File: config.mk
export PLATFORM = sky130hd
export DESIGN_NAME = stall_load_speed_governor_flat
export DESIGN_NICKNAME = d
export VERILOG_FILES = /design/src/rtl/slsg_pkg.sv /design/src/rtl/slsg_in_if.sv /design/src/rtl/slsg_out_if.sv /design/src/rtl/slsg_cfg_if.sv /design/src/rtl/stall_load_speed_governor.sv /design/src/flat_wrapper.sv
export SDC_FILE = /design/constraint.sdc
export NUM_CORES = 2
export LEC_CHECK = 0
export BUFFER_PORTS_ARGS = -buffer_cell sky130_fd_sc_hd__buf_2
export CORE_AREA = 2 2 297 299
export CTS_BUF_LIST = sky130_fd_sc_hd__clkbuf_8 sky130_fd_sc_hd__clkbuf_16
export CTS_CLUSTER_DIAMETER = 60
export CTS_CLUSTER_SIZE = 25
export DETAILED_ROUTE_END_ITERATION = 8
export DIE_AREA = 0 0 299 301
export GPL_TIMING_DRIVEN = 0
export PLACE_DENSITY = 0.64
export SLEW_MARGIN = 0
export SYNTH_ARGS = -nofsm -noshare
export SYNTH_HDL_FRONTEND = slang
export SYNTH_SLANG_ARGS = --single-unit
File: constraint.sdc
create_clock -name clk -period 7.3 [get_ports clk]
set_clock_uncertainty 0.05 [all_clocks]
set_input_delay 1.095 -clock clk [delete_from_list [all_inputs] [get_ports clk]]
set_output_delay 1.095 -clock clk [all_outputs]
set_load 0.03 [all_outputs]
File: src/rtl/slsg_pkg.sv
// Shared types and constants for the stall load speed governor.
// Holds the period and load curve tables, register indexes and fixed-point constants.
// No dependencies.
`default_nettype none

package slsg_pkg;

  localparam int TABLE_CAP = 64;

  localparam int PERIOD_W = 24;
  localparam int LOAD_W   = 10;
  localparam int CFG_W    = 24;
  localparam int GUARD_W  = 5;

  // reciprocal of ten for 24-bit dividends, exact with a 28-bit shift
  localparam int RECIP10_SHIFT = 28;
  localparam logic [24:0] RECIP10 = 25'd26843546;

  typedef enum logic [2:0] {
    CFG_GUARD_TICKS      = 3'd0,
    CFG_THRESHOLD_SLOPE  = 3'd1,
    CFG_THRESHOLD_OFFSET = 3'd2,
    CFG_MAX_PERIOD       = 3'd3,
    CFG_MIN_PERIOD       = 3'd4
  } cfg_index_t;

  localparam logic [4:0]  RST_GUARD_TICKS      = 5'd25;
  localparam logic [15:0] RST_THRESHOLD_SLOPE  = 16'd12730;
  localparam logic [23:0] RST_THRESHOLD_OFFSET = 24'd2554508;
  localparam logic [15:0] RST_MAX_PERIOD       = 16'd3619;
  localparam logic [15:0] RST_MIN_PERIOD       = 16'd90;

  localparam logic [15:0] PERIOD_ROM [TABLE_CAP] = '{
    16'd3619, 16'd1809, 16'd1206, 16'd904, 16'd723, 16'd603, 16'd517, 16'd452,
    16'd402, 16'd361, 16'd329, 16'd301, 16'd278, 16'd258, 16'd241, 16'd226,
    16'd212, 16'd201, 16'd190, 16'd180, 16'd172, 16'd164, 16'd157, 16'd150,
    16'd144, 16'd139, 16'd134, 16'd129, 16'd124, 16'd120, 16'd116, 16'd113,
    16'd109, 16'd106, 16'd103, 16'd100, 16'd97, 16'd95, 16'd92, 16'd90,
    16'd0, 16'd0, 16'd0, 16'd0, 16'd0, 16'd0, 16'd0, 16'd0,
    16'd0, 16'd0, 16'd0, 16'd0, 16'd0, 16'd0, 16'd0, 16'd0,
    16'd0, 16'd0, 16'd0, 16'd0, 16'd0, 16'd0, 16'd0, 16'd0
  };

  // period table shifted by one entry: the lower edge of each bracket
  localparam logic [15:0] PERIOD_NEXT [TABLE_CAP] = '{
    16'd1809, 16'd1206, 16'd904, 16'd723, 16'd603, 16'd517, 16'd452, 16'd402,
    16'd361, 16'd329, 16'd301, 16'd278, 16'd258, 16'd241, 16'd226, 16'd212,
    16'd201, 16'd190, 16'd180, 16'd172, 16'd164, 16'd157, 16'd150, 16'd144,
    16'd139, 16'd134, 16'd129, 16'd124, 16'd120, 16'd116, 16'd113, 16'd109,
    16'd106, 16'd103, 16'd100, 16'd97, 16'd95, 16'd92, 16'd90, 16'd0,
    16'd0, 16'd0, 16'd0, 16'd0, 16'd0, 16'd0, 16'd0, 16'd0,
    16'd0, 16'd0, 16'd0, 16'd0, 16'd0, 16'd0, 16'd0, 16'd0,
    16'd0, 16'd0, 16'd0, 16'd0, 16'd0, 16'd0, 16'd0, 16'd0
  };

  localparam logic [9:0] CURVE_ROM [TABLE_CAP] = '{
    10'd989, 10'd795, 10'd680, 10'd574, 10'd533, 10'd529, 10'd477, 10'd519,
    10'd452, 10'd503, 10'd442, 10'd435, 10'd423, 10'd398, 10'd436, 10'd392,
    10'd388, 10'd405, 10'd406, 10'd406, 10'd364, 10'd386, 10'd380, 10'd392,
    10'd374, 10'd391, 10'd367, 10'd374, 10'd358, 10'd347, 10'd374, 10'd365,
    10'd369, 10'd351, 10'd341, 10'd343, 10'd359, 10'd328, 10'd327, 10'd332,
    10'd0, 10'd0, 10'd0, 10'd0, 10'd0, 10'd0, 10'd0, 10'd0,
    10'd0, 10'd0, 10'd0, 10'd0, 10'd0, 10'd0, 10'd0, 10'd0,
    10'd0, 10'd0, 10'd0, 10'd0, 10'd0, 10'd0, 10'd0, 10'd0
  };

  // decisions and partial results carried from the first to the second stage
  typedef struct packed {
    logic        rearm;
    logic        running;
    logic        homing;
    logic        adjust;
    logic        guard_zero;
    logic        hit;
    logic        grow;
    logic [9:0]  load;
    logic [23:0] period;
    logic [40:0] rhs;
    logic [20:0] q10;
  } mid_t;

endpackage

`default_nettype wire

File: src/rtl/slsg_in_if.sv
// Tick channel of the stall load speed governor: one beat per control tick.
// Uses slsg_pkg for field widths.
`default_nettype none

interface slsg_in_if;
  logic                         valid;
  logic                         ready;
  logic                         motor_running;
  logic [slsg_pkg::PERIOD_W-1:0] period_us;
  logic [slsg_pkg::LOAD_W-1:0]   load_value;
  logic                         homing_mode;
  logic                         adjust_mode;
  logic                         rearm_guard;

  modport source (
    output valid, motor_running, period_us, load_value, homing_mode, adjust_mode,
           rearm_guard,
    input  ready
  );
  modport sink (
    input  valid, motor_running, period_us, load_value, homing_mode, adjust_mode,
           rearm_guard,
    output ready
  );
endinterface

`default_nettype wire

File: src/rtl/slsg_out_if.sv
// Result channel of the stall load speed governor: one beat per tick.
// Uses slsg_pkg for field widths.
`default_nettype none

interface slsg_out_if;
  logic                         valid;
  logic                         ready;
  logic                         move_finished;
  logic                         stall_stop;
  logic                         period_update;
  logic [slsg_pkg::PERIOD_W-1:0] new_period_us;

  modport source (
    output valid, move_finished, stall_stop, period_update, new_period_us,
    input  ready
  );
  modport sink (
    input  valid, move_finished, stall_stop, period_update, new_period_us,
    output ready
  );
endinterface

`default_nettype wire

File: src/rtl/slsg_cfg_if.sv
// Register write channel of the stall load speed governor.
// Uses slsg_pkg for the index type and data width.
`default_nettype none

interface slsg_cfg_if;
  logic                      valid;
  logic                      ready;
  slsg_pkg::cfg_index_t      index;
  logic [slsg_pkg::CFG_W-1:0] data;

  modport source (output valid, index, data, input ready);
  modport sink (input valid, index, data, output ready);
endinterface

`default_nettype wire

File: src/rtl/stall_load_speed_governor.sv
// Top level of the stall load speed governor: three-register pipeline.
// Depends on slsg_pkg, slsg_in_if, slsg_out_if and slsg_cfg_if.
//
// One tick is accepted per clock cycle while the result side takes results,
// and its result passes through the input register, the arithmetic register
// and the result register; a stall on the result side holds the pipeline.
// The guard counter is updated as a tick leaves the input register, so
// consecutive homing ticks need no spacing. The first stage
// compares the period against all table brackets in parallel and forms the
// slope times period product and the tenth of the period; the second stage
// does the stall compare and the lengthen or shorten with its limit.
// Register writes are taken every cycle and must only be made while idle.
`default_nettype none

module stall_load_speed_governor #(
  parameter int TABLE_POINTS = 40
) (
  input  wire logic   clk,
  input  wire logic   rst,
  slsg_in_if.sink     tick,
  slsg_out_if.source  result,
  slsg_cfg_if.sink    cfg
);

  logic [4:0]  guard_ticks;
  logic [15:0] threshold_slope;
  logic [23:0] threshold_offset;
  logic [15:0] max_period_us;
  logic [15:0] min_period_us;
  logic [4:0]  guard_count;
  logic [4:0]  guard_count_next;

  logic        v1, v2, v3;
  logic        rdy2, rdy3, adv1;

  logic        s1_running, s1_homing, s1_adjust, s1_rearm;
  logic [23:0] s1_period;
  logic [9:0]  s1_load;

  slsg_pkg::mid_t mid;
  slsg_pkg::mid_t mid_next;

  logic [TABLE_POINTS-1:0] hit;
  logic [TABLE_POINTS-1:0] curve_gt;
  logic [4:0]  guard_dec;
  logic [39:0] slope_prod;
  logic [48:0] recip_prod;

  logic [25:0] lhs;
  logic        stall;
  logic [24:0] ten_q;
  logic [24:0] r10_full;
  logic [3:0]  r10;
  logic        ge5;
  logic [3:0]  rem5;
  logic [21:0] ceil5;
  logic [24:0] grow_p;
  logic [23:0] shrink_p;

  logic        fin_next, stall_next, upd_next;
  logic [23:0] np_next;

  // configuration
  assign cfg.ready = 1'b1;

  always_ff @(posedge clk) begin
    if (rst) begin
      guard_ticks      <= slsg_pkg::RST_GUARD_TICKS;
      threshold_slope  <= slsg_pkg::RST_THRESHOLD_SLOPE;
      threshold_offset <= slsg_pkg::RST_THRESHOLD_OFFSET;
      max_period_us    <= slsg_pkg::RST_MAX_PERIOD;
      min_period_us    <= slsg_pkg::RST_MIN_PERIOD;
    end else if (cfg.valid) begin
      case (cfg.index)
        slsg_pkg::CFG_GUARD_TICKS:      guard_ticks      <= cfg.data[4:0];
        slsg_pkg::CFG_THRESHOLD_SLOPE:  threshold_slope  <= cfg.data[15:0];
        slsg_pkg::CFG_THRESHOLD_OFFSET: threshold_offset <= cfg.data[23:0];
        slsg_pkg::CFG_MAX_PERIOD:       max_period_us    <= cfg.data[15:0];
        slsg_pkg::CFG_MIN_PERIOD:       min_period_us    <= cfg.data[15:0];
        default: ;
      endcase
    end
  end

  // pipeline flow
  assign rdy3       = !v3 || result.ready;
  assign rdy2       = !v2 || rdy3;
  assign adv1       = v1 && rdy2;
  assign tick.ready = !v1 || rdy2;

  always_ff @(posedge clk) begin
    if (rst) begin
      v1 <= 1'b0;
      v2 <= 1'b0;
      v3 <= 1'b0;
    end else begin
      if (tick.ready) v1 <= tick.valid;
      if (rdy2)       v2 <= v1;
      if (rdy3)       v3 <= v2;
    end
  end

  always_ff @(posedge clk) begin
    if (tick.ready && tick.valid) begin
      s1_running <= tick.motor_running;
      s1_period  <= tick.period_us;
      s1_load    <= tick.load_value;
      s1_homing  <= tick.homing_mode;
      s1_adjust  <= tick.adjust_mode;
      s1_rearm   <= tick.rearm_guard;
    end
  end

  // guard counter
  assign guard_dec = (guard_count != 5'd0) ? guard_count - 5'd1 : 5'd0;

  always_comb begin
    guard_count_next = guard_count;
    if (adv1) begin
      if (s1_rearm) begin
        guard_count_next = guard_ticks;
      end else if (s1_running && s1_homing) begin
        guard_count_next = guard_dec;
      end
    end
  end

  always_ff @(posedge clk) begin
    if (rst) begin
      guard_count <= slsg_pkg::RST_GUARD_TICKS;
    end else begin
      guard_count <= guard_count_next;
    end
  end

  // first stage: brackets, products
  always_comb begin
    for (int i = 0; i < TABLE_POINTS; i++) begin
      hit[i] = (24'(slsg_pkg::PERIOD_ROM[i]) >= s1_period) &&
               ((i == TABLE_POINTS - 1) ? (s1_period != 24'd0)
                                        : (24'(slsg_pkg::PERIOD_NEXT[i]) < s1_period));
      if (i == 0) begin
        hit[i] = hit[i] || (s1_period >= 24'(slsg_pkg::PERIOD_ROM[0]));
      end
      curve_gt[i] = slsg_pkg::CURVE_ROM[i] > s1_load;
    end
  end

  assign slope_prod = 40'(threshold_slope) * 40'(s1_period);
  assign recip_prod = 49'(s1_period) * 49'(slsg_pkg::RECIP10);

  always_comb begin
    mid_next.rearm      = s1_rearm;
    mid_next.running    = s1_running;
    mid_next.homing     = s1_homing;
    mid_next.adjust     = s1_adjust;
    mid_next.guard_zero = (guard_dec == 5'd0);
    mid_next.hit        = |hit;
    mid_next.grow       = |(hit & curve_gt);
    mid_next.load       = s1_load;
    mid_next.period     = s1_period;
    mid_next.rhs        = 41'(slope_prod) + 41'(threshold_offset);
    mid_next.q10        = recip_prod[48:slsg_pkg::RECIP10_SHIFT];
  end

  always_ff @(posedge clk) begin
    if (rdy2) mid <= mid_next;
  end

  // second stage: stall test and new period
  assign lhs   = {mid.load, 16'd0};
  assign stall = mid.homing && mid.guard_zero && (41'(lhs) < mid.rhs);

  assign ten_q    = {1'b0, mid.q10, 3'd0} + {3'd0, mid.q10, 1'b0};
  assign r10_full = {1'b0, mid.period} - ten_q;
  assign r10      = r10_full[3:0];
  assign ge5      = r10 >= 4'd5;
  assign rem5     = ge5 ? r10 - 4'd5 : r10;
  assign ceil5    = {mid.q10, 1'b0} + 22'(ge5) + 22'(rem5 != 4'd0);

  always_comb begin
    grow_p = {1'b0, mid.period} + 25'(mid.q10);
    if (grow_p > 25'(max_period_us)) grow_p = 25'(max_period_us);
    shrink_p = mid.period - 24'(ceil5);
    if (shrink_p < 24'(min_period_us)) shrink_p = 24'(min_period_us);
  end

  always_comb begin
    fin_next   = 1'b0;
    stall_next = 1'b0;
    upd_next   = 1'b0;
    np_next    = 24'd0;
    if (mid.rearm) begin
      fin_next = 1'b0;
    end else if (!mid.running) begin
      fin_next = 1'b1;
    end else if (stall) begin
      fin_next   = 1'b1;
      stall_next = 1'b1;
    end else if (mid.adjust && mid.hit) begin
      upd_next = 1'b1;
      np_next  = mid.grow ? grow_p[23:0] : shrink_p;
    end
  end

  always_ff @(posedge clk) begin
    if (rdy3) begin
      result.move_finished <= fin_next;
      result.stall_stop    <= stall_next;
      result.period_update <= upd_next;
      result.new_period_us <= np_next;
    end
  end

  assign result.valid = v3;

  // checks
  a_stall_finishes: assert property (@(posedge clk) disable iff (rst)
    result.valid && result.stall_stop |-> result.move_finished)
    else $error("stall stop without move finished");

  a_update_excl: assert property (@(posedge clk) disable iff (rst)
    result.valid |-> !(result.move_finished && result.period_update))
    else $error("period update on a finished move");

  a_idle_period_zero: assert property (@(posedge clk) disable iff (rst)
    result.valid && !result.period_update |-> result.new_period_us == 24'd0)
    else $error("new period without update");

  a_guard_reset: assert property (@(posedge clk) disable iff (rst)
    $past(rst) |-> guard_count == guard_ticks)
    else $error("guard counter not loaded at reset");

endmodule

`default_nettype wire
File: src/flat_wrapper.sv
// flat-port wrapper written by rule: the top's interface ports become plain ports
module stall_load_speed_governor_flat 
#(
  parameter int TABLE_POINTS = 40
)
  (clk, rst, tick_valid, tick_motor_running, tick_period_us, tick_load_value, tick_homing_mode, tick_adjust_mode, tick_rearm_guard, tick_ready, result_valid, result_move_finished, result_stall_stop, result_period_update, result_new_period_us, result_ready, cfg_valid, cfg_index, cfg_data, cfg_ready);
  slsg_in_if tick_i ();
  slsg_out_if result_i ();
  slsg_cfg_if cfg_i ();
  input  wire logic clk;
  input  wire logic rst;
  input wire logic [$bits(tick_i.valid)-1:0] tick_valid;
  input wire logic [$bits(tick_i.motor_running)-1:0] tick_motor_running;
  input wire logic [$bits(tick_i.period_us)-1:0] tick_period_us;
  input wire logic [$bits(tick_i.load_value)-1:0] tick_load_value;
  input wire logic [$bits(tick_i.homing_mode)-1:0] tick_homing_mode;
  input wire logic [$bits(tick_i.adjust_mode)-1:0] tick_adjust_mode;
  input wire logic [$bits(tick_i.rearm_guard)-1:0] tick_rearm_guard;
  output wire logic [$bits(tick_i.ready)-1:0] tick_ready;
  output wire logic [$bits(result_i.valid)-1:0] result_valid;
  output wire logic [$bits(result_i.move_finished)-1:0] result_move_finished;
  output wire logic [$bits(result_i.stall_stop)-1:0] result_stall_stop;
  output wire logic [$bits(result_i.period_update)-1:0] result_period_update;
  output wire logic [$bits(result_i.new_period_us)-1:0] result_new_period_us;
  input wire logic [$bits(result_i.ready)-1:0] result_ready;
  input wire logic [$bits(cfg_i.valid)-1:0] cfg_valid;
  input wire logic [$bits(cfg_i.index)-1:0] cfg_index;
  input wire logic [$bits(cfg_i.data)-1:0] cfg_data;
  output wire logic [$bits(cfg_i.ready)-1:0] cfg_ready;
  assign tick_i.valid = tick_valid;
  assign tick_i.motor_running = tick_motor_running;
  assign tick_i.period_us = tick_period_us;
  assign tick_i.load_value = tick_load_value;
  assign tick_i.homing_mode = tick_homing_mode;
  assign tick_i.adjust_mode = tick_adjust_mode;
  assign tick_i.rearm_guard = tick_rearm_guard;
  assign tick_ready = tick_i.ready;
  assign result_valid = result_i.valid;
  assign result_move_finished = result_i.move_finished;
  assign result_stall_stop = result_i.stall_stop;
  assign result_period_update = result_i.period_update;
  assign result_new_period_us = result_i.new_period_us;
  assign result_i.ready = result_ready;
  assign cfg_i.valid = cfg_valid;
  assign cfg_i.index = cfg_index;
  assign cfg_i.data = cfg_data;
  assign cfg_ready = cfg_i.ready;
  stall_load_speed_governor #(.TABLE_POINTS(TABLE_POINTS)) u_core (.clk(clk), .rst(rst), .tick(tick_i), .result(result_i), .cfg(cfg_i));
endmodule
==> flow_metrics.env <==
export IMPL_outcome="completed"
export IMPL_remaining_drc_errors=0
export IMPL_ios=100
export IMPL_die_h_um=301
export IMPL_cp_top_family="adder cells"
export IMPL_layout_min_cycle_time_ns=7.21
export IMPL_io_buffers=96
export IMPL_hp_class="register to register"
export IMPL_num_rows=108
export IMPL_start_kind="register"
export IMPL_crit_required_ns=7.61
export IMPL_drt_first_iter_violations=2730
export IMPL_grt_max_degree=63
export IMPL_cpPeakStageDelay_ns=0.56
export IMPL_grt_pass1_vias=31200
export IMPL_postCtsHoldBufs=0
export IMPL_finalCritPeriodShare_pct=98.8
export IMPL_coreArea_mm2=0.0865
export IMPL_hold_viol_final=0
export IMPL_cts_max_level=1
export IMPL_grt_usage_pct=27.0
export IMPL_synth_top_area_share_pct=28.7
export IMPL_yosys_area_top_type="fa_1"
export IMPL_worstSkewPairLatency_ns=0.61
export IMPL_synth_seq_cells=253
export IMPL_die_w_um=299
export IMPL_netlist_top_cells_count="inv_1, fa_1, nand2_1, ha_1, a21oi_1"
export IMPL_max_freq_mhz=139
export IMPL_cts_path_max_buffers=3
export IMPL_grt_first_pass_wirelength_um=185000
export IMPL_fin_tns_setup_ns=0
export IMPL_crit_fanout=10
export IMPL_cts_tree="yes"
export IMPL_yosysWarningCount=0
export IMPL_cpMostUsedCell="fa_1"
export IMPL_synth_nets=5306
export IMPL_ant_nets=0
export IMPL_setup_worst_path_end_class="register"
export IMPL_routed_wl_um=120000
export IMPL_synth_avg_cell_area_um2=9.27
export IMPL_dr_total_vias=30600
export IMPL_cts_buffers=26
export IMPL_synthArstFlopShare_pct=0
export IMPL_initial_core_util_pct=44.7
export IMPL_die_area_mm2=0.0900
export IMPL_synth_most_common_cell="inv_1"
export IMPL_slew_violations=0
export IMPL_syn_inst=4171
export IMPL_synth_edf_count=168
export IMPL_slowest_stage="fa_1"
export IMPL_dp_hpwl_um=93300
export IMPL_wl_per_cell_um=21.5
export IMPL_maxCapViolCount=0
export IMPL_drive_gt1_share_pct=10.5
export IMPL_synth_flop_cell="edfxtp_1"
export IMPL_antenna_found_initial=6
export IMPL_worst_slew_pin_slew_ns=1.22
export IMPL_numClockSinks=253
export IMPL_setup_viol_count_final=0
export IMPL_worst_path_buf_inv=8
export IMPL_area_delta_synth_final_pct=12.6
export IMPL_maxSlewHeadroom_pct=17.6
export IMPL_dr_pass1_iters=6
export IMPL_grt_overflow=0
export IMPL_yosysSeqAreaShare_pct=17.5
export IMPL_synth_area_mm2=0.0387
export IMPL_place_gp_congestion=0.963
export IMPL_cts_clk_slew_worst_paths_ns=0.08
export IMPL_synthTopCellsByArea="fa_1, ha_1, edfxtp_1, inv_1, nand2_1"
export IMPL_cp_data_arrival_time_ns=7.52
export IMPL_fin_nets=5522
export IMPL_root_buffer="clkbuf_16"
export IMPL_vias_per_cell=5.50
export IMPL_ys_types=88
export IMPL_critPathKind="register to register"
export IMPL_rsz0062_at_grt="yes"
## what timing repair did
item                       in CTS  in global routing
pin swaps                      17                 57
setup endpoints to repair      62                 39
gates resized for setup       182                161
buffers inserted               66                 42
## through the flow
step,setup WS [ns],hold slack [ns],utilization (%),instance area [um2],std cells
2_1_floorplan,0.141,0.350,-,38700,4171
3_3_place_gp,-2.07,0.391,46.9,40600,5422
3_5_place_dp,-2.04,0.376,47.0,40600,5424
4_1_cts,0.00300,0.408,49.4,42700,5531
5_1_grt,-0.0781,0.433,50.3,43500,5562
6_report,0.0896,0.409,50.3,43500,5563
## layout make-up
cell class / count / area [um2]
clock buffer: 27 / 664
tap: 1155 / 1450
clock inverter: 21 / 256
fill: 8156 / 43000
inverter: 846 / 3230
sequential: 253 / 6760
antenna: 1 / 2.50
buffer: 132 / 898
timing repair buffer: 202 / 1460
multi-input combinational: 2926 / 28800
## logic make-up after synthesis
kind of cell             after synthesis  share of synthesized area [%]
multiplexers                          35                          0.906
buffers and inverters                992                           9.68
flip-flops                           253                           17.5
other                                  1                        0.00970
XOR/XNOR                             105                           2.38
AO/OA/AOI/OAI                        603                           10.5
AND/OR/NAND/NOR                     1117                           13.8
adder cells (fa/ha/maj)             1065                           45.2
## layout by cell type (no fill, tap or decap), types with 21 or more instances in the layout
master     count
nor2b_1       25
and3_1        31
buf_4         89
nand3b_1      32
xnor2_1       60
nand2b_1      21
xor2_1        41
mux2i_1       35
nand4_1       29
o22ai_1       22
edfxtp_1     168
inv_1        819
nor3_1        43
a21o_1        45
a211o_1       25
fa_1         550
o21a_1        34
and2_1       129
ha_1         475
a21oi_1      196
ha_4          24
clkbuf_16     28
buf_2        102
nand2_1      521
nand3_1       52
o21ai_0       80
nor2_1       145
dfxtp_1       75
clkbuf_1      63
## layer usage
metal	GRT usage [%]	routed length, um
met5	0	0
met4	9.01	4850
met3	5.56	11000
met2	43.0	53700
met1	36.7	50200
## worst paths after layout
path,start,endpoint,slack [ns],depth (start not counted)
worst max register to register,u_core.s1_period[15],u_core.mid[15],0.09,25
worst max-delay path,u_core.s1_period[15],u_core.mid[15],0.09,25
worst min register to register,u_core.threshold_offset[4],u_core.threshold_offset[4],0.41,2
worst min-delay path,u_core.threshold_offset[4],u_core.threshold_offset[4],0.41,2
## state kept, by name, indices dropped and copies added (netlist names), 10 cells and up
signal and cells:
u_core.s1_period 24, u_core.min_period_us 16, u_core.threshold_offset 24, u_core.mid 93, u_core.s1_load 10, u_core.max_period_us 16
u_core.result.new_period_us 24, u_core.lhs 10, u_core.threshold_slope 16
## worst register-to-register path, cell delays in order (launching register included)
cell and delay [ns]:
edfxtp_1 0.50, clkbuf_8 0.21, buf_12 0.14, inv_2 0.08, ha_4 0.31, inv_2 0.08, fa_1 0.51, inv_1 0.07
fa_1 0.54, inv_1 0.06, fa_1 0.50, fa_1 0.45, fa_1 0.56, inv_1 0.05, fa_1 0.49, ha_4 0.30
and4_4 0.23, nand2_4 0.06, or4bb_4 0.55, o31a_1 0.13, buf_6 0.14, a21oi_4 0.18, o21a_1 0.22, a41oi_4 0.21
o221ai_2 0.25, xnor2_1 0.12
Power is not shown: default switching activity piles up to over one toggle a cycle in this logic, so the estimate is an artifact.
